--- config.mk ---
export PLATFORM = sky130hd
export DESIGN_NAME = ram_io_port_expander_pins_unit
export DESIGN_NICKNAME = d
export VERILOG_FILES = /design/src/hw/rtl/rio_pkg.sv /design/src/hw/rtl/rio_ctrl.sv /design/src/hw/rtl/rio_dp.sv /design/src/hw/rtl/ram_io_port_expander_pins_unit.sv
export SDC_FILE = /design/constraint.sdc
export NUM_CORES = 2
export LEC_CHECK = 0
export BUFFER_PORTS_ARGS = -buffer_cell sky130_fd_sc_hd__buf_4
export CORE_UTILIZATION = 45
export CTS_BUF_LIST = sky130_fd_sc_hd__clkbuf_8
export CTS_CLUSTER_DIAMETER = 50
export CTS_CLUSTER_SIZE = 25
export DETAILED_ROUTE_END_ITERATION = 10
export RECOVER_POWER = 50
export SLEW_MARGIN = 20
export SYNTH_ARGS = -nofsm -noshare
export SYNTH_HDL_FRONTEND = slang
export SYNTH_SLANG_ARGS = --single-unit
--- constraint.sdc ---
create_clock -name i_clk -period 8.6 [get_ports i_clk]
set_input_delay 0.43 -clock i_clk [delete_from_list [all_inputs] [get_ports i_clk]]
set_output_delay 0.43 -clock i_clk [all_outputs]
set_load 0.02 [all_outputs]
--- src/hw/rtl/rio_pkg.sv ---
// ----------------------------------------------------------------------------
// rio_pkg
// Shared types and constants for the RAM and I/O port expander pin unit.
// ----------------------------------------------------------------------------
package rio_pkg;

    localparam logic [2:0] PIN_ALE   = 3'd0;
    localparam logic [2:0] PIN_RD    = 3'd1;
    localparam logic [2:0] PIN_WR    = 3'd2;
    localparam logic [2:0] PIN_CE    = 3'd3;
    localparam logic [2:0] PIN_IO    = 3'd4;
    localparam logic [2:0] PIN_RESET = 3'd5;

    localparam logic [1:0] SEL_CMD    = 2'd0;
    localparam logic [1:0] SEL_PORT_A = 2'd1;
    localparam logic [1:0] SEL_PORT_B = 2'd2;
    localparam logic [1:0] SEL_PORT_C = 2'd3;

    localparam logic [1:0] PORT_A = 2'd0;
    localparam logic [1:0] PORT_B = 2'd1;
    localparam logic [1:0] PORT_C = 2'd2;

    localparam logic [1:0] MODE_ALT1 = 2'd0;
    localparam logic [1:0] MODE_ALT2 = 2'd1;
    localparam logic [1:0] MODE_ALT3 = 2'd2;
    localparam logic [1:0] MODE_ALT4 = 2'd3;

    typedef struct packed {
        logic [2:0] req_type;
        logic       pin_level;
        logic [7:0] bus_data;
    } t_req;

    typedef struct packed {
        logic       read_valid;
        logic [7:0] read_data;
        logic       port_write;
        logic [1:0] port_which;
        logic [7:0] port_a_value;
        logic [7:0] port_b_value;
        logic [7:0] port_c_value;
        logic       port_a_is_output;
        logic       port_b_is_output;
        logic [1:0] port_c_mode;
        logic       port_a_irq_enable;
        logic       port_b_irq_enable;
    } t_rsp;

    typedef struct packed {
        logic load;
        logic exec;
    } t_dp_cmd;

    // command bits 3:2 to port c mode
    function automatic logic [1:0] f_mode_map(input logic [1:0] code);
        logic [1:0] mode;
        unique case (code)
            2'd0:    mode = MODE_ALT1;
            2'd1:    mode = MODE_ALT3;
            2'd2:    mode = MODE_ALT4;
            default: mode = MODE_ALT2;
        endcase
        return mode;
    endfunction

endpackage

--- src/hw/rtl/rio_ctrl.sv ---
// ----------------------------------------------------------------------------
// rio_ctrl
// Sequencer: takes a pin event, runs it through the datapath, strobes result.
// ----------------------------------------------------------------------------
module rio_ctrl
    import rio_pkg::*;
(
    input  logic    i_clk,
    input  logic    i_rst_n,
    input  logic    start,
    output logic    busy,
    output logic    o_done,
    output t_dp_cmd o_cmd
);

    typedef enum logic [2:0] {
        S_IDLE = 3'b001,
        S_EXEC = 3'b010,
        S_RESP = 3'b100
    } t_state;

    t_state r_state;
    t_state n_state;

    always_comb begin
        n_state = r_state;
        unique case (r_state)
            S_IDLE: if (start) n_state = S_EXEC;
            S_EXEC: n_state = S_RESP;
            S_RESP: n_state = S_IDLE;
            default: n_state = S_IDLE;
        endcase
    end

    always_ff @(posedge i_clk) begin
        if (!i_rst_n) begin
            r_state <= S_IDLE;
        end else begin
            r_state <= n_state;
        end
    end

    assign busy       = (r_state != S_IDLE);
    assign o_done     = (r_state == S_RESP);
    assign o_cmd.load = (r_state == S_IDLE) && start;
    assign o_cmd.exec = (r_state == S_EXEC);

    a_onehot: assert property (@(posedge i_clk) disable iff (!i_rst_n)
        $onehot(r_state))
        else $error("controller state not one-hot");

    a_accept_exec: assert property (@(posedge i_clk) disable iff (!i_rst_n)
        (start && !busy) |=> o_cmd.exec)
        else $error("accepted transfer not executed");

    a_exec_done: assert property (@(posedge i_clk) disable iff (!i_rst_n)
        o_cmd.exec |=> (o_done && busy))
        else $error("execution not followed by result strobe");

    a_done_idle: assert property (@(posedge i_clk) disable iff (!i_rst_n)
        o_done |=> !busy)
        else $error("controller did not return to idle");

endmodule

--- src/hw/rtl/rio_dp.sv ---
// ----------------------------------------------------------------------------
// rio_dp
// Datapath: pin levels, address latch, port and mode registers, data RAM.
// ----------------------------------------------------------------------------
module rio_dp
    import rio_pkg::*;
#(
    parameter int RAM_DEPTH = 256
) (
    input  logic    i_clk,
    input  logic    i_rst_n,
    input  t_dp_cmd i_cmd,
    input  t_req    i_req,
    output t_rsp    o_rsp
);

    localparam int AW = (RAM_DEPTH > 1) ? $clog2(RAM_DEPTH) : 1;

    // address to ram index, worked out at elaboration
    logic [AW-1:0] idx_tbl [256];

    for (genvar g = 0; g < 256; g++) begin : g_idx
        assign idx_tbl[g] = AW'(g % RAM_DEPTH);
    end

    t_req          r_req;
    logic [7:0]    r_addr;
    logic          r_ale, r_rd, r_wr, r_ce, r_io;
    logic [7:0]    r_port_a, r_port_b, r_port_c;
    logic [1:0]    r_dir, r_mode, r_irq;
    logic          r_rvalid, r_from_ram, r_hit, r_pwrite;
    logic [1:0]    r_pwhich;
    logic [7:0]    r_io_data, r_mem_q;
    logic [RAM_DEPTH-1:0] r_valid;
    logic [7:0]    mem [RAM_DEPTH];

    logic          n_ale, n_rd, n_wr, n_ce, n_io;
    logic [7:0]    n_port_a, n_port_b, n_port_c;
    logic [1:0]    n_dir, n_mode, n_irq;
    logic          n_rvalid, n_from_ram, n_pwrite;
    logic [1:0]    n_pwhich;
    logic [7:0]    n_io_data;
    logic          rd_act, wr_act, ram_we, clr_all;
    logic [1:0]    sel;
    logic [AW-1:0] idx;

    function automatic logic i_req_type_is(input logic [2:0] code);
        return r_req.req_type == code;
    endfunction

    assign sel    = r_addr[1:0];
    assign idx    = idx_tbl[r_addr];
    assign rd_act = (i_req_type_is(PIN_RD)) && !r_rd && r_req.pin_level && !r_ce;
    assign wr_act = (i_req_type_is(PIN_WR)) && !r_wr && r_req.pin_level && !r_ce;
    assign ram_we = i_cmd.exec && wr_act && !r_io;
    assign clr_all = i_cmd.exec && i_req_type_is(PIN_RESET) && r_req.pin_level;

    always_comb begin
        n_ale      = r_ale;
        n_rd       = r_rd;
        n_wr       = r_wr;
        n_ce       = r_ce;
        n_io       = r_io;
        n_port_a   = r_port_a;
        n_port_b   = r_port_b;
        n_port_c   = r_port_c;
        n_dir      = r_dir;
        n_mode     = r_mode;
        n_irq      = r_irq;
        n_rvalid   = 1'b0;
        n_from_ram = 1'b0;
        n_pwrite   = 1'b0;
        n_pwhich   = PORT_A;
        n_io_data  = 8'd0;
        unique case (r_req.req_type)
            PIN_ALE: n_ale = r_req.pin_level;
            PIN_RD: begin
                n_rd = r_req.pin_level;
                if (rd_act) begin
                    n_rvalid   = 1'b1;
                    n_from_ram = !r_io;
                    unique case (sel)
                        SEL_PORT_A: n_io_data = r_port_a;
                        SEL_PORT_B: n_io_data = r_port_b;
                        SEL_PORT_C: n_io_data = r_port_c;
                        default:    n_io_data = 8'd0;
                    endcase
                end
            end
            PIN_WR: begin
                n_wr = r_req.pin_level;
                if (wr_act && r_io) begin
                    unique case (sel)
                        SEL_PORT_A: begin
                            n_port_a = r_req.bus_data;
                            n_pwrite = 1'b1;
                            n_pwhich = PORT_A;
                        end
                        SEL_PORT_B: begin
                            n_port_b = r_req.bus_data;
                            n_pwrite = 1'b1;
                            n_pwhich = PORT_B;
                        end
                        SEL_PORT_C: begin
                            n_port_c = r_req.bus_data;
                            n_pwrite = 1'b1;
                            n_pwhich = PORT_C;
                        end
                        default: begin
                            n_dir  = r_req.bus_data[1:0];
                            n_mode = f_mode_map(r_req.bus_data[3:2]);
                            n_irq  = r_req.bus_data[5:4];
                        end
                    endcase
                end
            end
            PIN_CE: n_ce = r_req.pin_level;
            PIN_IO: n_io = r_req.pin_level;
            PIN_RESET: begin
                if (r_req.pin_level) begin
                    n_port_a = 8'd0;
                    n_port_b = 8'd0;
                    n_port_c = 8'd0;
                    n_dir    = 2'd0;
                    n_mode   = MODE_ALT1;
                    n_irq    = 2'd0;
                end
            end
            default: ;
        endcase
    end

    always_ff @(posedge i_clk) begin
        if (i_cmd.load) begin
            r_req <= i_req;
        end
        if (i_cmd.exec) begin
            if (i_req_type_is(PIN_ALE) && r_ale && !r_req.pin_level) begin
                r_addr <= r_req.bus_data;
            end
            r_rvalid   <= n_rvalid;
            r_from_ram <= n_from_ram;
            r_pwrite   <= n_pwrite;
            r_pwhich   <= n_pwhich;
            r_io_data  <= n_io_data;
            r_hit      <= r_valid[idx];
            r_mem_q    <= mem[idx];
        end
        if (ram_we) begin
            mem[idx] <= r_req.bus_data;
        end
    end

    always_ff @(posedge i_clk) begin
        if (!i_rst_n) begin
            r_ale    <= 1'b0;
            r_rd     <= 1'b0;
            r_wr     <= 1'b0;
            r_ce     <= 1'b0;
            r_io     <= 1'b0;
            r_port_a <= 8'd0;
            r_port_b <= 8'd0;
            r_port_c <= 8'd0;
            r_dir    <= 2'd0;
            r_mode   <= MODE_ALT1;
            r_irq    <= 2'd0;
            r_valid  <= '0;
        end else begin
            if (i_cmd.exec) begin
                r_ale    <= n_ale;
                r_rd     <= n_rd;
                r_wr     <= n_wr;
                r_ce     <= n_ce;
                r_io     <= n_io;
                r_port_a <= n_port_a;
                r_port_b <= n_port_b;
                r_port_c <= n_port_c;
                r_dir    <= n_dir;
                r_mode   <= n_mode;
                r_irq    <= n_irq;
            end
            if (clr_all) begin
                r_valid <= '0;
            end else if (ram_we) begin
                r_valid[idx] <= 1'b1;
            end
        end
    end

    always_comb begin
        o_rsp.read_valid        = r_rvalid;
        o_rsp.read_data         = r_from_ram ? (r_hit ? r_mem_q : 8'd0) : r_io_data;
        o_rsp.port_write        = r_pwrite;
        o_rsp.port_which        = r_pwhich;
        o_rsp.port_a_value      = r_port_a;
        o_rsp.port_b_value      = r_port_b;
        o_rsp.port_c_value      = r_port_c;
        o_rsp.port_a_is_output  = r_dir[0];
        o_rsp.port_b_is_output  = r_dir[1];
        o_rsp.port_c_mode       = r_mode;
        o_rsp.port_a_irq_enable = r_irq[0];
        o_rsp.port_b_irq_enable = r_irq[1];
    end

endmodule

--- src/hw/rtl/ram_io_port_expander_pins_unit.sv ---
// ----------------------------------------------------------------------------
// ram_io_port_expander_pins_unit
// Pin-event model of a multiplexed-bus RAM and I/O port expander.
// ----------------------------------------------------------------------------
// sequencing: the event is registered on load, applied in the execute step and
//   strobed in the result step; a new event is taken only when idle, as the load,
//   execute and result steps of the sequencer run around the single RAM port
// reset: synchronous, clears pin levels, ports, modes and RAM valid bits at once
// the result is shown for one cycle on o_done; the receiver cannot stall
module ram_io_port_expander_pins_unit
    import rio_pkg::*;
#(
    parameter int RAM_DEPTH = 256
) (
    input  logic i_clk,
    input  logic i_rst_n,
    input  logic start,
    output logic busy,
    input  t_req i_req,
    output logic o_done,
    output t_rsp o_rsp
);

    t_dp_cmd cmd;

    rio_ctrl u_ctrl (
        .i_clk   (i_clk),
        .i_rst_n (i_rst_n),
        .start   (start),
        .busy    (busy),
        .o_done  (o_done),
        .o_cmd   (cmd)
    );

    rio_dp #(
        .RAM_DEPTH (RAM_DEPTH)
    ) u_dp (
        .i_clk   (i_clk),
        .i_rst_n (i_rst_n),
        .i_cmd   (cmd),
        .i_req   (i_req),
        .o_rsp   (o_rsp)
    );

endmodule
=== After elaboration in Yosys (flattened, before gate mapping) ===
Memory sizes are Yosys's and may differ from the RTL's. A register that Yosys moved wholly into a read port is not among the register bits.
Index checks and enable logic that the tools add are counted.

* Logic and storage cells: 126
* Memory bits (read-only): 2048
* Memories: 2
* Latch bits: 0
* Bits of input ports: 15
* Memory bits (writable): 2048
* Register bits: 328

{| class="wikitable"
|+ Memories
! name !! words !! bits a word !! read ports !! clocked after Yosys merged registers in !! write ports !! line !! RTL
|-
| (no name shown) || 256 || 8 || 1 || 0 || 0 || rio_dp.sv:52 || <nowiki>assign idx = idx_tbl[r_addr];</nowiki>
|-
| u_dp.mem || 256 || 8 || 1 || 1 || 1 || rio_dp.sv:35 || <nowiki>logic [7:0] mem [RAM_DEPTH];</nowiki>
|}

* Add/sub/neg operators: 0
* $lt $le $gt $ge: 3
* Shifts and indexed selects: 0
* Reduce and logical (&&, ||, !) cells: 37
* Divide/modulo/power cells: 0
* Equality and inequality tests: 21
* Multiply operators: 0
* Bitwise logic cells: 3
* Multiplexer cells: 37

{| class="wikitable"
|+ Operators by type and width
! cell !! number
|-
| $or 256x256->256 || 1
|-
| $mux 8 || 11
|-
| $pmux 8 s2 || 3
|-
| $pmux 8 s3 || 1
|-
| $reduce_and 5->1 || 4
|-
| $pmux 2 s2 || 4
|-
| $reduce_and 2->1 || 8
|-
| $logic_and 1x1->1 || 15
|-
| $mux 2 || 7
|-
| $ne 2x2->1 const B || 6
|-
| $eq 3x2->1 const B || 3
|-
| $eq 3x3->1 const B || 3
|-
| $ge 9x9->1 const B || 1
|-
| $lt 8x9->1 const B || 1
|-
| $not 8->9 || 1
|-
| $bmux 1 s8 || 1
|-
| $demux 1 s8 || 1
|-
| $ge 8x1->1 const B || 1
|-
| $eq 2x2->1 const B || 3
|-
| $eq 3x1->1 const B || 2
|-
| $mux 1 || 6
|-
| $pmux 2 s3 || 1
|-
| $pmux 3 s2 || 1
|-
| $logic_not 1->1 || 5
|-
| other kinds (10) || 11
|}

=== Logic depth before layout (Yosys ltp) ===
* Depth in word-level cells: 9
* Gate-level depth with buffers: 9
* Gate-level depth less buffers: 6

=== Cells and area by module ===
A second synthesis with hierarchy kept.

* Cells, all modules: 4681
* Area, all modules: 90936.0 um^2

{| class="wikitable"
|+ Modules (own cells, without submodules)
! module !! cells each !! area each (um^2) !! instances
|-
| rio_dp || 4666 || 90788.3 || 1
|-
| rio_ctrl || 15 || 147.6 || 1
|}

=== Worst setup path after synthesis ===
Ideal clock, no wire load.

* Path type: flip-flop to flip-flop
* Start point: register u_dp.r_req[2] (netlist name)
* End point: register u_dp.r_mode[0]
* Library setup time: 116 ps
* Arrival: 4218 ps
* Cell stages (with the launch flop): 7
* Required time: 8484 ps
* Buffers on the path: 0
* Setup slack: 4266 ps
* Cell sequence: edfxtp_1 -> inv_1 -> ha_1 -> nor2_1 -> nor2_1 -> mux2i_1 -> nor2b_1

* Word-level cells in the longest chain between the ends: 5

{| class="wikitable"
|+ Ends and longest elaborated chain
! element !! line !! RTL
|-
| start, declared || rio_dp.sv:26 || <nowiki>t_req r_req;</nowiki>
|-
| start signal, assigned || rio_dp.sv:135 || <nowiki>r_req <= i_req;</nowiki>
|-
| $eq 2x2->1 (tied with other cells) || rio_pkg.sv:57 || <nowiki>unique case (code)</nowiki>
|-
| $pmux 2 s3 * || rio_pkg.sv:57 ||
|-
| $mux 2 * || rio_dp.sv:93 || <nowiki>unique case (sel)</nowiki>
|-
| $mux 2 * || rio_dp.sv:92 || <nowiki>if (wr_act && r_io) begin</nowiki>
|-
| $pmux 2 s2 * || rio_dp.sv:75 || <nowiki>unique case (r_req.req_type)</nowiki>
|-
| end signal, assigned || rio_dp.sv:179 || <nowiki>r_mode <= n_mode;</nowiki>
|-
| end, declared || rio_dp.sv:30 || <nowiki>logic [1:0] r_dir, r_mode, r_irq;</nowiki>
|}

Mark *: on every way between the ends. The rest lies on a longest branch, timed or not. The select of a mux whose other input is x is not followed.
A chain may end at the register's enable or synchronous reset.

=== Worst setup path in the final report ===
* Start point: register u_dp.r_addr[1]
* End point: register u_dp.r_hit (data pin)

* Word-level cells in the longest chain between the ends: 6

{| class="wikitable"
|+ Ends and longest elaborated chain
! element !! line !! RTL
|-
| start, declared || rio_dp.sv:27 || <nowiki>logic [7:0] r_addr;</nowiki>
|-
| start signal, assigned || rio_dp.sv:139 || <nowiki>r_addr <= r_req.bus_data;</nowiki>
|-
| $not 8->9 (not written as such) || rio_dp.sv:52 ||
|-
| $mem_v2 256x8 || -- ||
|-
| $mux 8 (not written as such) (2 in a row) || rio_dp.sv:52 ||
|-
| $bmux 1 s8 || rio_dp.sv:146 || <nowiki>r_hit <= r_valid[idx];</nowiki>
|-
| $mux 1 (not written as such) || rio_dp.sv:146 ||
|-
| end signal, assigned || rio_dp.sv:146 ||
|-
| end, declared || rio_dp.sv:31 || <nowiki>logic r_rvalid, r_from_ram, r_hit, r_pwrite;</nowiki>
|}

Every way passes these cells. The select of a mux whose other input is x is not followed.

==> out/results.tsv <==
stage	metric	value	unit
pwr	leak pwr	29.9	nW
final_layout	Layout area overhead	9.14	%
detailed_routing	WL per Instance	31.1	um
synth	EDFF count, synth	2090	
synth	Post-synth top flop	edfxtp_1	
global_routing	antenna violations before repair	4	
synth	Yosys cell types	40	
detailed_routing	post-route ant nets	0	
clocking	CTS max path bufs	3	
run	Max-Cap Viols	21	
final_layout	most frequent cells in the layout	2,090 x edfxtp_1, 576 x mux4_2, 349 x nor2_1	
floorplan	Die Footprint	203000	sq um
setup_path	Setup CP Type	register to register	
global_routing	vias in the first global route	45700	
synth	Post-Syn Nets	4584	
timing	Setup-failing EPs final	0	
clocking	post-cts repair resize count	0	
synth	register area share after synthesis	0.757	
placed_design	IO buf count	58	
synth	cells after synthesis	4567	
floorplan	IO Pins	59	
placed_design	routability cong.	0.786	
timing	sum of negative setup slack	0	ns
setup_path	Setup crit end kind	register	
setup_path	setup slack, reg-to-reg	2.01	ns
setup_path	Setup crit start kind	register	
synth	ranking of synthesized cells by area	edfxtp_1 69%, mux4_2 14%, dfxtp_1 6.5%, a22oi_1 2.4%, o21a_1 1.6%	
timing	setup repair after global routing missed its margin	no	
final_layout	share of cells above drive strength 1	0.227	
timing	clock skew after layout	0.0620	ns
setup_path	Worst Path Arrival	7.27	ns
floorplan	Starting Density	0.453	
floorplan	height of the die	451	um
timing	Slew headroom	-1.92	
clocking	clk slew on worst S/H paths	0.12	ns
clocking	cts bufs inserted	192	
clocking	worst skew pair latency	1.02	ns
synth	Post-synth ARST share	0	
synth	cell taking the most area after synthesis	edfxtp_1	
global_routing	Total Routing Usage GR	0.228	
clocking	# H-tree levels	4	
setup_path	Req. time, crit path	9.29	ns
timing	Final period util	0.766	
clocking	clk root buf	clkbuf_8	
detailed_routing	DR vias/cell	6.09	
detailed_routing	drt drc	0	
detailed_routing	total number of vias	45500	
synth	Yosys top cell area share	0.692	
min_path	Hold Crit Start	i_req[5]	
run_status	failing checks	capacitance limit, slew limit	
run_status	status	finished, violations left	
synth	Seq cells post-synth	2384	
timing	highest clock rate	152	MHz
min_path	worst hold path class	input port to register	
pwr	Power Dens Cells	203	nW/um^2
floorplan	Placeable Area	200000	sq um
floorplan	die width	451	um
timing	measured slew at the worst slew-check pin	4.39	ns
synth	Syn. warnings	0	
global_routing	total grt overflow	0	
synth	Avg Synthesized Cell Area	19.9	sq um
pwr	worst vdd ir	189	uV
final_layout	Final #Nets	4652	
global_routing	largest net degree at the start of global routing	201	
timing	count of pins over their slew limit	1353	
floorplan	row count	164	
setup_path	reg-to-reg startpoint	u_dp.r_addr[1]	
final_layout	commonest non-fill, non-tap cell in the layout	edfxtp_1	
setup_path	Worst Setup SP	u_dp.r_addr[1]	
timing	final number of hold-violating endpoints	0	
timing	final worst path period need	6.59	ns
placed_design	HPWL Detailed	131	mm
synth	synthesized area	90700	sq um
clocking	Hold Buf Count CTS	14	
detailed_routing	total routed wirelength	232	mm
clocking	TritonCTS clock tree	done	
clocking	CTS sink cnt	2384	
detailed_routing	drt pass-1 iters	8	
pwr	total power	20.1	mW
clocking	Post CTS Setup Buffer Count	0	
detailed_routing	Iteration-0 DRC Markers	5498	
setup_path	CP max FO	135	
final_layout	Post-Route Utilization	0.495	
final_layout	fill cell count	16200	
global_routing	first-pass GRT wire length	334	mm
timing	Hold Slack	0.159	ns
cells by family after synthesis:
family | share of synthesized area
AND/OR/NAND/NOR | 0.0244
adder cells (fa/ha/maj) | 0.000276
flip-flops | 0.757
multiplexers | 0.148
buffers and inverters | 0.0142
AO/OA/AOI/OAI | 0.0567
cells in the mapped netlist (13+ instances only):
cell	n
nor2_1	356
a21oi_1	208
buf_2	73
o21a_1	193
mux4_2	576
nand3_1	14
buf_1	31
edfxtp_1	2090
dfxtp_1	294
inv_1	13
o41ai_1	36
nand2_1	32
nor2b_1	47
mux2i_1	33
a22oi_1	296
clkbuf_1	193
worst max-delay path: stages, from the launching register on:
cell,delay (ns)
edfxtp_1,0.88
clkbuf_2,2.91
mux4_2,0.52
a22oi_1,0.42
a21oi_1,0.17
o41ai_2,1.01
nand4_1,0.20
sequential cells by signal, indices dropped and copies added (netlist names), 2 cells and up:
| register | flops |
|---|---|
| u_dp.r_io_data | 8 |
| u_dp.r_irq | 2 |
| u_dp.r_port_c | 8 |
| u_dp.r_port_b | 8 |
| u_dp.r_pwhich | 2 |
| u_dp.mem | 2048 |
| u_dp.r_mem_q | 8 |
| u_dp.r_port_a | 8 |
| u_dp.r_mode | 2 |
| u_dp.r_addr | 8 |
| u_dp.r_valid | 256 |
| u_ctrl.r_state | 3 |
| u_dp.r_dir | 2 |
| u_dp.r_req | 12 |
layer usage:
metal  GRT usage  share of wire  vias up
met4      0.0650          0.027        4
met5           0        0.00012        -
met1       0.324           0.42    24500
met2       0.360           0.48     1790
li1            -              -    18900
met3      0.0436          0.079      328
power by group:
group,internal (mW),total (mW),switching [mW]
registers,12.6,12.6,0.0104
clock network,2.88,7.21,4.34
logic,0.0290,0.285,0.256
path summary, 6_finish.rpt:
kind,to,cells past startpoint
worst min register to register,u_dp.r_valid[118],1
worst max-delay path,u_dp.r_hit,6
worst min-delay path,u_dp.r_req[5],2
worst max register to register,u_dp.r_hit,6
cell type report:
cell class | count | area, sq um | area share
Timing Repair Buffer | 175 | 1280 | 0.0129
Inverter | 13 | 48.8 | 0.000493
Multi-Input combinational cell | 1869 | 21100 | 0.213
Antenna cell | 9 | 22.5 | 0.000228
Tap cell | 2656 | 3320 | 0.0336
Clock inverter | 162 | 1900 | 0.0192
Clock buffer | 198 | 2730 | 0.0275
Sequential cell | 2384 | 68600 | 0.693
metrics by stage:
stage                     setup slack (ns)  area (sq um)  instances
final                                 2.01         99000       7466
after global routing                  1.68         99000       7458
after CTS                             3.43         99300       7456
after detailed placement              3.45         94500       7082
after global placement                2.63         94300       7074
after floorplan                       4.27         90700       4567
Power figures use the tool's default switching activity.
